==> src/hw/rtl/assert_macros.svh <==
// Assertion macros shared by the RLE palette decoder modules.
`ifndef ASSERT_MACROS_SVH
`define ASSERT_MACROS_SVH
`ifndef NO_ASSERTIONS
`define PCXRD_ASSERT(label, clk, rst, prop) \
   label: assert property (@(posedge clk) disable iff (rst) prop) \
      else $error("pcxrd assertion failed");
`define PCXRD_ASSERT_ALWAYS(label, clk, prop) \
   label: assert property (@(posedge clk) prop) \
      else $error("pcxrd assertion failed");
`else
`define PCXRD_ASSERT(label, clk, rst, prop)
`define PCXRD_ASSERT_ALWAYS(label, clk, prop)
`endif
`endif

==> src/hw/rtl/pcxrd_pkg.sv <==
// Package: constants, types and helpers of the RLE palette decoder.
package pcxrd_pkg;

   localparam int PALETTE_DEPTH = 256;
   localparam int COUNT_BITS    = 24;

   localparam int BYTE_W     = 8;
   localparam int PIXEL_W    = 24;
   localparam int RUN_W      = 6;
   localparam int SIZE_W     = 24;
   localparam int CSR_IDX_W  = 2;
   localparam int CSR_DATA_W = 24;

   localparam int Q_DEPTH = 4;
   localparam int Q_PTR_W = $clog2(Q_DEPTH);
   localparam int Q_CNT_W = $clog2(Q_DEPTH + 1);

   localparam logic [BYTE_W-1:0] RUN_MARK      = 8'd192;
   localparam logic [BYTE_W:0]   PAL_DEPTH_LIM = (BYTE_W + 1)'(PALETTE_DEPTH);

   localparam logic OP_PALETTE = 1'b0;
   localparam logic OP_IMAGE   = 1'b1;

   localparam logic STATUS_OK      = 1'b0;
   localparam logic STATUS_OVERRUN = 1'b1;

   localparam logic [CSR_IDX_W-1:0] CSR_PALETTE_ON = 2'd0;
   localparam logic [CSR_IDX_W-1:0] CSR_IMAGE_SIZE = 2'd1;

   typedef struct packed {
      logic                  palette_on;
      logic [COUNT_BITS-1:0] limit;
   } cfg_type;

   typedef struct packed {
      logic [PIXEL_W-1:0] pixel;
      logic [RUN_W-1:0]   cnt;
      logic               err;
   } cmd_type;

   function automatic logic [COUNT_BITS-1:0] count_limit(input logic [SIZE_W-1:0] size);
      logic [31:0] cap;
      logic [31:0] size32;
      cap    = (32'd1 << COUNT_BITS) - 32'd1;
      size32 = 32'(size);
      return (size32 < cap) ? COUNT_BITS'(size32) : COUNT_BITS'(cap);
   endfunction

endpackage

==> src/hw/rtl/pcxrd_if.sv <==


interface pcxrd_rsp_if;
   logic        valid;
   logic        ready;
   logic [23:0] pixel;
   logic        last_of_run;
   logic        image_done;
   logic        status;

   modport source (output valid, output pixel, output last_of_run, output image_done,
                   output status, input ready);
   modport sink   (input valid, input pixel, input last_of_run, input image_done,
                   input status, output ready);
endinterface

==> src/hw/rtl/pcxrd_back.sv <==
// Back end: expands queued commands into one response per cycle while the receiver is ready.
`include "assert_macros.svh"

module pcxrd_back (
   input  logic               clock,
   input  logic               reset,
   input  pcxrd_pkg::cfg_type cfg,
   input  logic               q_valid,
   input  pcxrd_pkg::cmd_type q_entry,
   output logic               q_pop,
   pcxrd_rsp_if.source        rsp
);
   import pcxrd_pkg::*;

   logic                  advance;
   logic                  emit;
   logic                  cur_last;
   logic                  done_now;

   logic                  cur_valid_ff, cur_valid_in;
   cmd_type               cur_ff, cur_in;
   logic [COUNT_BITS-1:0] bk_cnt_ff, bk_cnt_in;
   logic                  out_valid_ff, out_valid_in;
   logic [PIXEL_W-1:0]    out_pixel_ff;
   logic                  out_last_ff;
   logic                  out_done_ff;
   logic                  out_status_ff;

   assign advance  = !out_valid_ff || rsp.ready;
   assign emit     = advance && cur_valid_ff;
   assign cur_last = cur_ff.err || (cur_ff.cnt == RUN_W'(1));
   assign q_pop    = q_valid && (!cur_valid_ff || (emit && cur_last));
   assign done_now = !cur_ff.err &&
                     (({1'b0, bk_cnt_ff} + (COUNT_BITS + 1)'(1)) >= {1'b0, cfg.limit});

   always_comb begin
      cur_valid_in = cur_valid_ff;
      cur_in       = cur_ff;
      bk_cnt_in    = bk_cnt_ff;
      if (emit) begin
         if (cur_last) begin
            cur_valid_in = 1'b0;
         end else begin
            cur_in.cnt = cur_ff.cnt - RUN_W'(1);
         end
         if (!cur_ff.err) begin
            bk_cnt_in = bk_cnt_ff + COUNT_BITS'(1);
         end
      end
      if (q_pop) begin
         cur_valid_in = 1'b1;
         cur_in       = q_entry;
      end
      if (emit) begin
         out_valid_in = 1'b1;
      end else if (rsp.ready) begin
         out_valid_in = 1'b0;
      end else begin
         out_valid_in = out_valid_ff;
      end
   end

   always_ff @(posedge clock) begin
      if (reset) begin
         cur_valid_ff <= 1'b0;
         bk_cnt_ff    <= '0;
         out_valid_ff <= 1'b0;
      end else begin
         cur_valid_ff <= cur_valid_in;
         bk_cnt_ff    <= bk_cnt_in;
         out_valid_ff <= out_valid_in;
      end
   end

   always_ff @(posedge clock) begin
      cur_ff <= cur_in;
      if (emit) begin
         out_pixel_ff  <= cur_ff.pixel;
         out_last_ff   <= cur_last;
         out_done_ff   <= done_now;
         out_status_ff <= cur_ff.err ? STATUS_OVERRUN : STATUS_OK;
      end
   end

   assign rsp.valid       = out_valid_ff;
   assign rsp.pixel       = out_pixel_ff;
   assign rsp.last_of_run = out_last_ff;
   assign rsp.image_done  = out_done_ff;
   assign rsp.status      = out_status_ff;

   `PCXRD_ASSERT(a_err_rsp_shape, clock, reset, (out_valid_ff && out_status_ff == STATUS_OVERRUN) |-> (out_last_ff && !out_done_ff))

endmodule

==> src/flat_wrapper.sv <==
// flat-port wrapper written by rule: the top's interface ports become plain ports
module pcxrd_back_flat import pcxrd_pkg::*;
  (clock, reset, cfg, q_valid, q_entry, q_pop, rsp_valid, rsp_pixel, rsp_last_of_run, rsp_image_done, rsp_status, rsp_ready);
  pcxrd_rsp_if rsp_i ();
  input  logic clock;
  input  logic reset;
  input  pcxrd_pkg::cfg_type cfg;
  input  logic q_valid;
  input  pcxrd_pkg::cmd_type q_entry;
  output logic q_pop;
  output wire logic [$bits(rsp_i.valid)-1:0] rsp_valid;
  output wire logic [$bits(rsp_i.pixel)-1:0] rsp_pixel;
  output wire logic [$bits(rsp_i.last_of_run)-1:0] rsp_last_of_run;
  output wire logic [$bits(rsp_i.image_done)-1:0] rsp_image_done;
  output wire logic [$bits(rsp_i.status)-1:0] rsp_status;
  input wire logic [$bits(rsp_i.ready)-1:0] rsp_ready;
  assign rsp_valid = rsp_i.valid;
  assign rsp_pixel = rsp_i.pixel;
  assign rsp_last_of_run = rsp_i.last_of_run;
  assign rsp_image_done = rsp_i.image_done;
  assign rsp_status = rsp_i.status;
  assign rsp_i.ready = rsp_ready;
  pcxrd_back u_core (.clock(clock), .reset(reset), .cfg(cfg), .q_valid(q_valid), .q_entry(q_entry), .q_pop(q_pop), .rsp(rsp_i));
endmodule
==> config.mk <==
export PLATFORM = sky130hd
export DESIGN_NAME = pcxrd_back_flat
export DESIGN_NICKNAME = d
export VERILOG_FILES = /design/src/hw/rtl/pcxrd_pkg.sv /design/src/hw/rtl/pcxrd_if.sv /design/src/hw/rtl/pcxrd_back.sv /design/src/flat_wrapper.sv
export VERILOG_INCLUDE_DIRS = /design/src /design/src/hw/rtl
export SDC_FILE = /design/constraint.sdc
export NUM_CORES = 1
export LEC_CHECK = 0
export ABC_CLOCK_PERIOD_IN_PS = 3300
export BUFFER_PORTS_ARGS = -buffer_cell sky130_fd_sc_hd__buf_2
export CAP_MARGIN = 20
export CORE_MARGIN = 3
export CORE_UTILIZATION = 49
export DETAILED_ROUTE_END_ITERATION = 16
export GPL_TIMING_DRIVEN = 0
export PLACE_DENSITY_LB_ADDON = 0.2
export REMOVE_ABC_BUFFERS = 1
export SYNTH_ARGS = -nofsm -noshare
export SYNTH_HDL_FRONTEND = slang
export SYNTH_SLANG_ARGS = --single-unit
==> constraint.sdc <==
create_clock -name clock -period 3.3 [get_ports clock]
set_input_delay 0.165 -clock clock [delete_from_list [all_inputs] [get_ports clock]]
set_output_delay 0.165 -clock clock [all_outputs]
set_load 0.005 [all_outputs]
# [After elaboration in Yosys (flattened, before gate mapping)]
# Cells that the tools add are included.
[totals] regBits=84 inputBits=60 out_inout_bits=29
[classes] n_addsub=3 magnitude_cmp=1 n_eq_ne=2 n_mux=9 bitwise=1 reduce_logical=16
[op_table] op="$add A24 B1 Y25 const B" count=1
[op_table] op="$ge A25 B24 Y1" count=1
[op_table] op="$add A24 B1 Y24 const B" count=1
[op_table] op="$mux W6" count=2
[op_table] op="$mux W7" count=1
[op_table] op="$eq A6 B1 Y1 const B" count=1
[op_table] op="$mux W1" count=6
[op_table] op="$reduce_and A2 Y1" count=3
[op_table] op="$reduce_bool A2 Y1" count=3
[op_table] op="$sub A6 B1 Y6 const B" count=1
[op_table] op="$logic_and A1 B1 Y1" count=4
[op_table] op="$logic_not A1 Y1" count=3
[op_table] op="$logic_or A1 B1 Y1" count=3
[op_table] op="$ne A2 B2 Y1 const B" count=1
[op_table] op="$not A1 Y1" count=1

# [Logic depth before layout (Yosys ltp)]
[logic_depth] ltp_word=8 mapped_depth=15

# [Worst setup path after synthesis]
# OpenSTA, ideal clock, no wires.
[synth_timing] kind="reg-to-reg" start="register u_core.bk_cnt_ff[0]" end="register u_core.out_done_ff (netlist: u_core.rsp.image_done), data pin" setup_time_ns=0.263 arrival_time_ns=3.017 slack_ns=0.020 stages_incl_launch_ff=15 n_path_buf=2 synth_period_minus_slack_ns=3.280 path_cell_list="dfxtp_1 > ha_1 > nand2_1 > or4_1 > buf_2 > or2_1 > buf_2 > nor2_1 > xor2_1 > ha_1 > a21o_1 > a2111oi_0 > nor2_1 > nor3_1 > o21ai_0"
[synth_via] elab_chain_len=3
[synth_rtl] item="from (decl)" line_no="pcxrd_back.sv:22" rtl="logic [COUNT_BITS-1:0] bk_cnt_ff, bk_cnt_in;"
[synth_rtl] item="from (signal assigned)" line_no="pcxrd_back.sv:70" rtl="bk_cnt_ff <= bk_cnt_in;"
[synth_rtl] item="$add A24 B1 Y25" line_no="pcxrd_back.sv:34" rtl="(({1'b0, bk_cnt_ff} + (COUNT_BITS + 1)'(1)) >= {1'b0, cfg.limit});"
[synth_rtl] item="$ge A25 B24 Y1" line_no="pcxrd_back.sv:34"
[synth_rtl] item="$logic_and A1 B1 Y1" line_no="pcxrd_back.sv:33" rtl="assign done_now = !cur_ff.err &&"
[synth_rtl] item="net u_core.done_now" line_no="pcxrd_back.sv:18" rtl="logic done_now;"
[synth_rtl] item="to (signal assigned)" line_no="pcxrd_back.sv:80" rtl="out_done_ff <= done_now;"
[synth_rtl] item="to (decl)" line_no="pcxrd_back.sv:26" rtl="logic out_done_ff;"
# The timed path passes the listed nets, and every way through them passes these cells.
# A chain may end at the register's enable or synchronous reset.

# [Worst setup path after layout]
# Ends and elaborated chain as after synthesis.

==> metrics.md <==
| Metric | Value |
|---|---|
| Final HPWL DP | 5606 um |
| Sequential share of the synthesized area | 56.96% |
| Max clock buf depth | 2 |
| Setup Skew | 0.01162 ns |
| Tcrit/Tclk final | 96.37% |
| Tightest Pin Transition | ~1.1 ns |
| Global-route wire length before repair | 12660 um |
| Power, Total | 2.086 mW |
| Slowest CP cell | or4_4 |
| Synth Flop Type | edfxtp_1 |
| Tmin final | 3.180 ns |
| Vias in the first global route | 2696 |
| Initial Util | between 50% and 60% |
| Switching part of the total | between 20% and 30% |
| Clk root buf | clkbuf_8 |
| Worst hold start | q_valid |
| Synth Cell Area | ~0.004 mm2 |
| Num CTS Buffers | 9 |
| Combinational share of power | under 10% |
| Starting DRC count in detailed routing | 107 |
| Seq pwr share | 57.8% |
| Top Ports | about 90 |
| Asr flop ratio synth | 0% |
| Slew Limit Fails | 0 |
| Internal power | 1.569 mW |
| Reg-to-reg startpoint | u_core.bk_cnt_ff[0]$_SDFFE_PP0P_ |
| WS Path Type | flip-flop to flip-flop |
| Largest net degree at the start of global routing | 27 |
| CP max FO | 6 |
| Total GRT Usage | 18.02% |
| Fraction of layout cells with a size suffix above 1 | a little over a quarter |
| Placed instance area | between 0.004 and 0.005 mm2 |
| Post-synth EDFFs | 58 |
| Initial antenna violation count | 1 |
| Fin worst setup slack | 0.1199 ns |
| Maxcap violations | 0 |
| Vias | about 2900 |
| CP startpoint | u_core.bk_cnt_ff[0]$_SDFFE_PP0P_ |
| Leakage | between 2 and 2.5 nW |
| DIE AREA | a little over 0.009 mm2 |
| Most common cell after layout, fill and taps aside | buf_2 |
| Syn avg cell area | 10.97 um2 |
| Achievable frequency | around 310 MHz |
| Hold Violations, Final | 0 |
| Grt total ovfl | 0 |
| Core ar. | roughly 0.0078 mm2 |
| DR DRC count | 0 |
| TritonCTS Sinks | 84 |
| Status | completed |
| Routability Congestion | just over 0.8 |
| CP Capture Type | flip-flop |
| Worst Setup Start Kind | flip-flop |
| CP arrival | 3.27 ns |
| DR WL/cell | 13.59 um |
| Vias/cell | roughly 5.0 |
| Final-report setup violation count | 0 |
| Syn. warnings | 0 |
| HP Class | primary input to flip-flop |
| Detailed Route WL | roughly 8000 um |
| Final Cell Area | roughly 0.0051 mm2 |
| Net count of the finished layout | about 570 |
| CP peak stage delay | around 0.55 ns |
| Setup TNS | 0 ns |
| FF+latch count, synth | 84 |
| IO Port Bufs | a little under 90 |
| Peak supply drop | between 0.15 and 0.2 mV |
| Die Ht | 96.03 um |
| TritonCTS clock tree | done |
| Synth-to-Final Area Change | 27.25% |
| DIE WIDTH | just under 100 um |
| # rows | 32 |
| Critical-path cell list | ha_4 > nand2_1 > or4_4 > or2_4 > nor2_2 > xor2_1 > ha_1 > a21o_1 > a2111oi_4 > nor2_1 > nor3_1 > o21ai_1 |
| Pwr per Cell Area | slightly above 400 mW/mm2 |
| Slew margin rel. | 29.86% |
| Dpl ws | -0.3753 ns |
| Hold Worst Slack | about 0.063 ns |
| CTS H-tree lvls | 3 |
| Cells after synthesis | about 360 |
| Unique cell type count in the Yosys netlist | 37 |
| CP required | 3.39 ns |
| Post-route ant nets | 0 |
| First-pass iteration count of the detailed router | 4 |
| Clk slew on worst S/H paths | 0.09 ns |
| Most frequent cells in the layout | buf_2 (87), edfxtp_1 (58), nor2_1 (41), inv_1 (32), ha_1 (26) |
| Later-pin clock latency in the skew report | approximately 0.35 ns |
| Switching power | slightly above 500 uW |
| Clock network power share | 33.4% |
Yosys cell counts (2+ instances only):
cell type | instances | area, um2
a2111oi_0 | 2 | 17.52
a21o_1 | 4 | 30.03
a21oi_1 | 23 | 115.1
buf_2 | 3 | 15.01
clkbuf_1 | 8 | 30.03
dfxtp_1 | 26 | 520.5
edfxtp_1 | 58 | 1742
ha_1 | 27 | 337.8
inv_1 | 32 | 120.1
nand2_1 | 21 | 78.83
nand2b_1 | 2 | 12.51
nand3_1 | 8 | 40.04
nand4_1 | 8 | 50.05
nor2_1 | 43 | 161.4
nor2b_1 | 2 | 12.51
nor3_1 | 12 | 60.06
nor4_1 | 2 | 12.51
o21ai_0 | 14 | 70.07
or2_2 | 2 | 12.51
or3_1 | 10 | 62.56
xnor2_1 | 23 | 201.4
xor2_1 | 17 | 148.9
cell type report:
cell class / instances / area [um2]
fill: 662 / 2754
clock inverter: 7 / 70.07
tap: 102 / 127.6
multi-input combinational: 233 / 1595
timing repair buffer: 118 / 738.2
clock buffer: 9 / 123.9
sequential: 84 / 2276
inverter: 32 / 120.1
antenna: 1 / 2.502
logic make-up after synthesis:
group / synth area share, %
adders and majority gates: 8.507
DFF: 56.96
buffers and inverters: 4.474
and+or+nand+nor: 14.21
AOI/OAI and AO/OA: 7.026
xor gates and xnor gates: 8.822
registers in the layout, summed over array words and instances (netlist names):
name / cells
u_core.bk_cnt_ff: 24
u_core.cur_ff: 31
u_core.cur_valid_ff: 1
u_core.rsp.image_done: 1
u_core.rsp.last_of_run: 1
u_core.rsp.pixel: 24
u_core.rsp.status: 1
u_core.rsp.valid: 1
worst paths after layout:
kind,slack [ns],depth (start not counted),endpoint
worst min-delay path,0.06,3,u_core.cur_valid_ff$_SDFFE_PP0P_
worst max register to register,0.12,12,u_core.rsp.image_done$_DFFE_PP_
worst max-delay path,0.12,12,u_core.rsp.image_done$_DFFE_PP_
worst min register to register,0.42,0,u_core.rsp.pixel[15]$_DFFE_PP_
metrics by stage:
stage,instances,util (%)
floorplan,349,-
global placement,538,57.34
detailed placement,539,57.56
CTS,581,63.81
global route,586,64.73
finish,586,64.73
critical path: cells and delay by family (launching register included):
family	cells	cell delay, ns
AOI/OAI and AO/OA	3	0.64
xor gates and xnor gates	1	0.15
adders and majority gates	2	0.41
DFF	1	0.37
and+or+nand+nor	6	1.33
per-layer routing:
metal / wire [um] / up-vias / track usage [%]
met2: 3705 / 68 / 27.89
met4: 64 / 0 / 4.976
li1: - / 1497 / -
met3: 471 / 6 / 4.926
met5: 0 / - / 0
met1: 3724 / 1334 / 24.94
power by group through the flow:
| stage | Combinational [mW] | Clock, mW | Sequential, mW |
|---|---|---|---|
| after global placement | 0.148 | 0 | 1.23 |
| after detailed placement | 0.155 | 0 | 1.23 |
| final | 0.184 | 0.696 | 1.21 |
| after global routing | 0.208 | 0.767 | 1.21 |
| after floorplan | 0.0718 | 0 | 1.23 |
| after CTS | 0.181 | 0.718 | 1.21 |
what timing repair did:
action	4_1_cts	5_1_grt
setup endpoints to repair	1	1
resized for setup	13	8
endpoints found under the hold margin	25	0
hold buffers	25	0
setup buffers	1	4
pin swaps	1	3
No activity file was read; power rests on OpenSTA's default activity.
