[src/hw/rtl/assert_macros.svh]
// Assertion macros shared by the RLE palette decoder modules.
`ifndef ASSERT_MACROS_SVH
`define ASSERT_MACROS_SVH
`ifndef NO_ASSERTIONS
`define PCXRD_ASSERT(label, clk, rst, prop) \
   label: assert property (@(posedge clk) disable iff (rst) prop) \
      else $error("pcxrd assertion failed");
`define PCXRD_ASSERT_ALWAYS(label, clk, prop) \
   label: assert property (@(posedge clk) prop) \
      else $error("pcxrd assertion failed");
`else
`define PCXRD_ASSERT(label, clk, rst, prop)
`define PCXRD_ASSERT_ALWAYS(label, clk, prop)
`endif
`endif

[src/hw/rtl/pcxrd_pkg.sv]
// Package: constants, types and helpers of the RLE palette decoder.
package pcxrd_pkg;

   localparam int PALETTE_DEPTH = 256;
   localparam int COUNT_BITS    = 24;

   localparam int BYTE_W     = 8;
   localparam int PIXEL_W    = 24;
   localparam int RUN_W      = 6;
   localparam int SIZE_W     = 24;
   localparam int CSR_IDX_W  = 2;
   localparam int CSR_DATA_W = 24;

   localparam int Q_DEPTH = 4;
   localparam int Q_PTR_W = $clog2(Q_DEPTH);
   localparam int Q_CNT_W = $clog2(Q_DEPTH + 1);

   localparam logic [BYTE_W-1:0] RUN_MARK      = 8'd192;
   localparam logic [BYTE_W:0]   PAL_DEPTH_LIM = (BYTE_W + 1)'(PALETTE_DEPTH);

   localparam logic OP_PALETTE = 1'b0;
   localparam logic OP_IMAGE   = 1'b1;

   localparam logic STATUS_OK      = 1'b0;
   localparam logic STATUS_OVERRUN = 1'b1;

   localparam logic [CSR_IDX_W-1:0] CSR_PALETTE_ON = 2'd0;
   localparam logic [CSR_IDX_W-1:0] CSR_IMAGE_SIZE = 2'd1;

   typedef struct packed {
      logic                  palette_on;
      logic [COUNT_BITS-1:0] limit;
   } cfg_type;

   typedef struct packed {
      logic [PIXEL_W-1:0] pixel;
      logic [RUN_W-1:0]   cnt;
      logic               err;
   } cmd_type;

   function automatic logic [COUNT_BITS-1:0] count_limit(input logic [SIZE_W-1:0] size);
      logic [31:0] cap;
      logic [31:0] size32;
      cap    = (32'd1 << COUNT_BITS) - 32'd1;
      size32 = 32'(size);
      return (size32 < cap) ? COUNT_BITS'(size32) : COUNT_BITS'(cap);
   endfunction

endpackage

[src/hw/rtl/pcxrd_queue.sv]
// Command queue between the decoder front end and the emitter.
`include "assert_macros.svh"

module pcxrd_queue (
   input  logic                     clock,
   input  logic                     reset,
   input  logic                     push,
   input  pcxrd_pkg::cmd_type       push_entry,
   input  logic                     pop,
   output pcxrd_pkg::cmd_type       head_entry,
   output logic [pcxrd_pkg::Q_CNT_W-1:0] count
);
   import pcxrd_pkg::*;

   cmd_type              mem_ff [Q_DEPTH];
   logic [Q_PTR_W-1:0]   wr_ptr_ff, wr_ptr_in;
   logic [Q_PTR_W-1:0]   rd_ptr_ff, rd_ptr_in;
   logic [Q_CNT_W-1:0]   count_ff, count_in;

   always_comb begin
      wr_ptr_in = push ? wr_ptr_ff + Q_PTR_W'(1) : wr_ptr_ff;
      rd_ptr_in = pop  ? rd_ptr_ff + Q_PTR_W'(1) : rd_ptr_ff;
      count_in  = count_ff;
      if (push && !pop) begin
         count_in = count_ff + Q_CNT_W'(1);
      end else if (pop && !push) begin
         count_in = count_ff - Q_CNT_W'(1);
      end
   end

   always_ff @(posedge clock) begin
      if (reset) begin
         wr_ptr_ff <= '0;
         rd_ptr_ff <= '0;
         count_ff  <= '0;
      end else begin
         wr_ptr_ff <= wr_ptr_in;
         rd_ptr_ff <= rd_ptr_in;
         count_ff  <= count_in;
      end
   end

   always_ff @(posedge clock) begin
      if (push) begin
         mem_ff[wr_ptr_ff] <= push_entry;
      end
   end

   assign head_entry = mem_ff[rd_ptr_ff];
   assign count      = count_ff;

   `PCXRD_ASSERT(a_q_no_overflow, clock, reset, !(push && count_ff == Q_CNT_W'(Q_DEPTH)))
   `PCXRD_ASSERT(a_q_no_underflow, clock, reset, pop |-> count_ff != '0)

endmodule

[config.mk]
export PLATFORM = sky130hd
export DESIGN_NAME = pcxrd_queue
export DESIGN_NICKNAME = d
export VERILOG_FILES = /design/src/hw/rtl/pcxrd_pkg.sv /design/src/hw/rtl/pcxrd_queue.sv
export VERILOG_INCLUDE_DIRS = /design/src /design/src/hw/rtl
export SDC_FILE = /design/constraint.sdc
export NUM_CORES = 1
export LEC_CHECK = 0
export ABC_AREA = 1
export BUFFER_PORTS_ARGS = -buffer_cell sky130_fd_sc_hd__buf_2
export CAP_MARGIN = 20
export CORE_MARGIN = 1.5
export CORE_UTILIZATION = 55
export DETAILED_ROUTE_END_ITERATION = 6
export PLACE_DENSITY = 0.77
export SYNTH_ARGS = -nofsm -noshare
export SYNTH_HDL_FRONTEND = slang
export SYNTH_SLANG_ARGS = --single-unit
[constraint.sdc]
create_clock -name clock -period 4 [get_ports clock]
set_input_delay 0.4 -clock clock [delete_from_list [all_inputs] [get_ports clock]]
set_output_delay 0.4 -clock clock [all_outputs]
set_load 0.01 [all_outputs]
## After elaboration in Yosys (flattened, before gate mapping)

Memories as Yosys holds them, arrays and structs flattened. A register that Yosys moved wholly into a read port is not among the register bits.
Cells that the tools add are included.

| storage, ports and cells | value |
|---|---|
| latch bits | 0 |
| input port bits | 35 |
| register bits | 7 |
| logic and storage cells | 19 |
| ROM bits | 0 |
| output and inout bits | 34 |
| memories kept | 1 |
| RAM bits | 124 |

| cells by class | value |
|---|---|
| magnitude comparators | 0 |
| $mul | 0 |
| shifts and indexed selects | 0 |
| muxes and demuxes | 6 |
| equality and inequality tests | 0 |
| bitwise operators | 0 |
| div/mod/pow operators | 0 |
| reduce and logical (&&, ||, !) cells | 5 |
| $add $sub $neg | 4 |

Memory list:

| name | depth | width | rd ports | clocked after memory_dff | write ports | line | text |
|---|---|---|---|---|---|---|---|
| mem_ff | 4 | 31 | 1 | 1 | 1 | pcxrd_queue.sv:15 | `cmd_type mem_ff [Q_DEPTH];` |

Operator list:

| operator | count |
|---|---|
| 3-bit 2-to-1 mux | 2 |
| 2-bit by 1-bit adder with 2-bit output, second input constant | 2 |
| 2-bit 2-to-1 mux | 2 |
| 3-bit by 1-bit adder with 3-bit output, second input constant | 1 |
| 3-bit by 1-bit subtractor with 3-bit output, second input constant | 1 |
| 1-bit logical AND | 2 |
| 1-bit logical NOT | 2 |
| 1-bit 2-to-1 mux | 2 |
| 2-bit nonzero test | 1 |

## Longest topological paths before layout

Gate-level depths: netlist (run 1).

| logic depth | value |
|---|---|
| depth in word-level cells | 4 |
| mapped depth | 10 |

## Worst setup path before layout (run 1)

No wires, ideal clock.

| timing | value |
|---|---|
| path kind | flip-flop to flip-flop |
| from | register wr_ptr_ff[0] |
| to | memory mem_ff[2][0] (netlist name) (enable) |
| period minus slack after synthesis | 1.589 ns |
| library setup time | 0.386 ns |
| path slack | 2.411 ns |
| cell stages (with the launch flop) | 5 |
| buffers on the path | 0 |
| arrival | 1.203 ns |
| cell sequence | dfxtp_1 -> inv_1 -> ha_1 -> nand2_1 -> inv_1 |

RTL lines:

| what | line | text |
|---|---|---|
| start, declared | pcxrd_queue.sv:16 | `logic [Q_PTR_W-1:0] wr_ptr_ff, wr_ptr_in;` |
| start signal, assigned | pcxrd_queue.sv:37 | `wr_ptr_ff <= wr_ptr_in;` |
| end, declared | pcxrd_queue.sv:15 |  |

No word-level cell before the write port.

==> summary.md, run 1 <==
| Metric | Value |
|---|---|
| Pwr Density | about 560 nW/um2 |
| Largest net degree at the start of global routing | 64 |
| Crit path launch type | flop |
| Clock transition at path regs | ~0.060 ns |
| Worst vdd ir | 0.275 mV |
| Chip height | just under 100 um |
| Sequential fraction of the synthesis area | around three quarters |
| Worst slack, placed | roughly 1.7 ns |
| Placer Congestion | around 0.7 |
| CTS tree | built |
| Setup total negative slack | 0 ns |
| Final wirelength | about 9900 um |
| Most frequent cells in the layout | edfxtp_1, nor2_1, buf_2 |
| Crit path kind | flop to output pin |
| Vias/cell | 5.64 |
| H-tree Lvls | 4 |
| Die footprint | slightly below 10000 um2 |
| Initial Utilization | between 50% and 60% |
| Max transition margin | between 50% and 60% |
| Post-synth top area share | ~73% |
| Syn_area_per_cell | about 14 um2 |
| Number of remaining DRC errors | 0 |
| Run status | finished, final reports clean |
| Syn Inst Count | 356 |
| ANT cells | 0 |
| Period utilisation layout | between 60% and 70% |
| Area of the multi-input gates | 936 um2 |
| Post-DP HPWL | around 5400 um |
| CTS buffer count | 17 |
| Synth area leaders | edfxtp_1, nor2_1, o22ai_1 |
| Fmax | 388 MHz |
| Core ar. | between 8000 and 9000 um2 |
| Drt pass-1 iters | 4 |
| Setup crit end kind | output pin |
| Critical path peak fanout | 62 |
| Number of global-route vias before repair | approximately 3100 |
| Worst Tran Pin Value | 0.665 ns |
| Antenna-violating nets left | 0 |
| Port bufs | 68 |
| Number of fillers in the final layout | ~610 |
| Fin. max-slew vios | 0 |
| WP data arrival | about 2.2 ns |
| First-pass GRT wire length | roughly 15000 um |
| Boundary pin count | 69 |
| Most common cell after layout, fill and taps aside | edfxtp_1 |
| RSZ-0062 raised after global routing | no |
| WL/cell | 17.9 um |
| Setup-failing EPs final | 0 |
| Die X | ~99 um |
| Area leader, netlist | edfxtp_1 |
| Synthesis-to-finish area growth | 18.8% |
| Ratio of cells with drive above 1 in the final layout | 24.0% |
| Post-layout util | 68.1% |
| GRT Total Usage | a little over a fifth |
| CTS resizes | 0 |
| Worst path slowest cell | dfxtp_2 |
| CTS Sinks | about 130 |
| Critical-path cell list | buf_16 -> inv_8 -> o21ai_1 -> o22ai_1 -> buf_2 |
| Syn. warnings | 0 |
| FF/Latch Area | slightly below 4000 um2 |
| Worst setup margin | about 1.4 ns |
| Post-CTS Setup Inserts | 0 |
| Maxcap violations | 0 |
| Max incr delay on CP | roughly 0.76 ns |
| Required time of the critical path | 3.60 ns |
| P_leak | roughly 2.2 nW |
| Internal reg-to-reg setup slack | about 2.2 ns |
| Clk_skew | 0.0113 ns |
| Post-Syn Area | just over 5000 um2 |
| Row count | 34 |
| Tmin final | around 2.6 ns |
| Worst min-delay path category | primary input to flop |
| Netlist cell types | 19 |
| Hold Fails Final Rpt | 0 |
| Dpl cells | approximately 520 |
| CTS Hold Bufs | 0 |
| Vias | 3100 |
| Final Instance Count excl. Fillers | 550 |
| GRT overflow | 0 |
| Clock root buffer | clkbuf_8 |
| Clock Tree Buf Depth | 2 |
| Fin nets | 471 |
| Initial antenna violation count | 0 |
| Clk_lat worst skew | between 0.5 and 0.6 ns |
| Synthesis-stage register bit count | approximately 130 |
| Iter 0 DRT Violations | 136 |
| Power Total | 3.39 mW |
| Mapped Nets | slightly below 400 |
[per-layer routing]
layer / up-vias / GRT usage [%] / part of all wire, %
met1: 1534 / 24.5 / 42
li1: 1458 / - / -
met2: 99 / 36.2 / 52
met5: - / 0 / 0
met3: 9 / 7.94 / 5.6
met4: 0 / 6.72 / 0.92
[synthesized netlist by cell type]
cell type  count
nand3_1        1
buf_2          6
dfxtp_1        9
inv_8          1
xor2_1         1
fa_1           1
edfxtp_1     124
o22ai_1       31
nor2_1        68
buf_6         10
ha_1           5
a21oi_1        3
inv_2          1
nand2_1        9
buf_4          3
nand4_1        1
o21ai_0       33
inv_1         15
o21ai_1       34
[critical path: cells and delay by family, from the launching register on]
family | cells | cell delay (ns)
buffers and inverters | 3 | 0.56
AOI/OAI and AO/OA | 2 | 0.33
DFF | 1 | 0.76
[registers in the layout, indices dropped and copies added, names as in the netlist, named ones only]
signal	count
wr_ptr_ff	2
count	3
mem_ff	124
rd_ptr_ff	2
[per-stage QoR]
stage	hold WS (ns)	area [um2]
final	0.0578	6030
after detailed placement	0.449	5430
after global placement	0.430	5430
after global routing	0.0250	6030
after floorplan	0.412	5080
after CTS	0.0398	6000
[path summary, 6_finish.rpt]
check / startpoint / to / cells after the start
min reg2reg: rd_ptr_ff[1]$_SDFFE_PP0P_ / rd_ptr_ff[1]$_SDFFE_PP0P_ / 1
min: reset / count[0]$_SDFFE_PP0P_ / 2
max: flop / head_entry[27] / 5
max reg2reg: wr_ptr_ff[0]$_SDFFE_PP0P_ / mem_ff[2][16]$_DFFE_PP_ / 5
[cell type report]
class / instances / share of cell area [%]
Clock buffer: 17 / 6.87
Inverter: 17 / 1.18
Sequential cell: 133 / 64.8
Timing Repair Buffer: 74 / 6.72
Multi-Input combinational cell: 187 / 15.5
Clock inverter: 14 / 2.70
Tap cell: 108 / 2.24
[logic make-up (layout without fill, tap and decap cells)]
| group | after synthesis | in the layout | share of synthesized area, % |
|---|---|---|---|
| flip-flops | 133 | 133 | 76.9 |
| AO/OA/AOI/OAI | 101 | 101 | 10.7 |
| AND/OR/NAND/NOR | 79 | 79 | 5.92 |
| buffers and inverters | 36 | 122 | 4.66 |
| adder cells (fa/ha/maj) | 6 | 6 | 1.63 |
| XOR/XNOR | 1 | 1 | 0.173 |
[where the power goes]
group	leakage, nW	internal [mW]	switching [mW]
Clock	0.278	0.939	0.559
Sequential	1.21	1.59	0.0264
Combinational	0.738	0.0987	0.179
Total	2.23	2.63	0.764
Note: power is estimated with default switching activity, not from simulation.
==> run 2, diff against run 1 <==
==> constraint.sdc (replaced) <==
create_clock -name clock -period 2.6 [get_ports clock]
set_input_delay 0.26 -clock clock [delete_from_list [all_inputs] [get_ports clock]]
set_output_delay 0.26 -clock clock [all_outputs]
set_load 0.01 [all_outputs]
==> summary.md, run 2 (same netlist as run 1, synthesis figures left out) <==
| Metric | Value |
|---|---|
| Initial Utilization | a little under three fifths |
| Chip height | 99.1 um |
| GRT overflow | 0 |
| GRT Total Usage | about 21% |
| Largest register by flop count | mem_ff |
| Worst vdd ir | 0.557 mV |
| Critical path peak fanout | 62 |
| Clock transition at path regs | around 0.060 ns |
| Clock Tree Buf Depth | 2 |
| WP data arrival | between 1.5 and 2 ns |
| Post-route cell area | roughly 6400 um2 |
| Required time of the critical path | 2.34 ns |
| Crit path launch type | flop |
| Antenna-violating nets left | 0 |
| Setup total negative slack | 0 ns |
| Max transition margin | approximately 62% |
| Clk_lat worst skew | between 0.5 and 0.6 ns |
| Post-CTS Setup Inserts | 0 |
| Setup-failing EPs final | 0 |
| Worst slack, placed | 0.648 ns |
| Maxcap violations | 0 |
| Most common cell after layout, fill and taps aside | edfxtp_1 |
| ANT cells | 0 |
| WL/cell | 16.7 um |
| Smallest hold slack | about 0.078 ns |
| Row count | 34 |
| Tmin final | around 2.2 ns |
| CTS buffer count | 17 |
| Fmax | approximately 460 MHz |
| Fin nets | roughly 500 |
| Worst setup margin | about 0.41 ns |
| Post-layout util | between 70% and 80% |
| Clk_skew | 0.00719 ns |
| Port bufs | 68 |
| RSZ-0062 raised after global routing | no |
| Area after DPL | ~5400 um2 |
| Run status | finished, final reports clean |
| Clock root buffer | clkbuf_8 |
| First-pass GRT wire length | roughly 15000 um |
| Synthesis-to-finish area growth | 26.3% |
| Area of the multi-input gates | roughly 940 um2 |
| Iter 0 DRT Violations | between 150 and 200 |
| Number of remaining DRC errors | 0 |
| Fin. max-slew vios | 0 |
| Final Instance Count excl. Fillers | approximately 600 |
| Hold Fails Final Rpt | 0 |
| Dpl cells | between 500 and 600 |
| Final wirelength | approximately 9800 um |
| Placer Congestion | 0.754 |
| CTS Sinks | roughly 130 |
| Number of global-route vias before repair | 3146 |
| Ratio of cells with drive above 1 in the final layout | between 20 and 25% |
| Pwr Density | ~860 nW/um2 |
| Core ar. | around 8800 um2 |
| Number of fillers in the final layout | 595 |
| P_leak | between 2 and 2.5 nW |
| Drt pass-1 iters | 4 |
| Die X | slightly below 100 um |
| Boundary pin count | roughly 70 |
| Setup crit end kind | output pin |
| FF/Latch Area | 3910 um2 |
| Vias | about 3100 |
| Most frequent cells in the layout | edfxtp_1, nor2_1, buf_2 |
| H-tree Lvls | 4 |
| Worst Tran Pin Value | approximately 0.57 ns |
| CTS tree | built |
| Crit path kind | flop to output pin |
| Power Total | about 5.5 mW |
| Vias/cell | approximately 5.4 |
| Initial antenna violation count | 0 |
| Largest net degree at the start of global routing | between 60 and 70 |
| Worst min-delay path category | primary input to flop |
| Die footprint | between 9000 and 10000 um2 |
| Post-DP HPWL | approximately 5300 um |
| Max reg flops | roughly 120 |
| Period utilisation layout | between 80% and 90% |
==> run 2: cell types whose count changed in the layout (fill, tap and decap cells not counted), sizes merged <==
cell,previous run,this run
inv,17,18
bufinv,3,6
dlygate4sd3,0,32
clkinv,9,4
clkbuf,17,18
buf,74,75
==> run 2: metal layers <==
layer  global-route usage, %  wire length [um]
met5                       0                 0
met4                    7.69                55
met3                    6.17               539
met2                    37.2              5200
met1                    25.9              3960
==> run 2: worst paths after layout <==
| check | startpoint | to | slack, ns | cells after the start |
|---|---|---|---|---|
| hold / removal | pop | rd_ptr_ff[0]$_SDFFE_PP0P_ | 0.08 | 3 |
| setup / recovery | flop | head_entry[14] | 0.41 | 4 |
| hold reg to reg | rd_ptr_ff[1]$_SDFFE_PP0P_ | rd_ptr_ff[1]$_SDFFE_PP0P_ | 0.46 | 1 |
| setup reg to reg | wr_ptr_ff[0]$_SDFFE_PP0P_ | mem_ff[0][6]$_DFFE_PP_ | 0.92 | 5 |
==> run 2: critical path, stage by stage (launching register included) <==
cell	delay (ns)
dfxtp_4	0.65
inv_8	0.23
o21ai_1	0.22
o22ai_1	0.12
buf_2	0.16
==> run 2: power by group <==
| part | internal [mW] | total [mW] | switching, mW | leakage (nW) |
|---|---|---|---|---|
| registers | 2.44 | 2.49 | 0.0442 | 1.21 |
| clock network | 1.74 | 2.59 | 0.849 | 0.309 |
| logic | 0.179 | 0.452 | 0.273 | 0.870 |
==> run 2: area by class of cell <==
| class | instances | area share [%] |
|---|---|---|
| Inverter | 17 | 1.11 |
| Clock inverter | 13 | 3.59 |
| Multi-Input combinational cell | 187 | 14.6 |
| Sequential cell | 133 | 60.9 |
| Clock buffer | 18 | 6.52 |
| Timing Repair Buffer | 107 | 11.1 |
| Tap cell | 108 | 2.11 |
==> run 2: repair_timing <==
item	CTS	global route
gates resized for setup	0	1
setup endpoints to repair	0	20
hold buffers	32	0
endpoints found under the hold margin	125	0
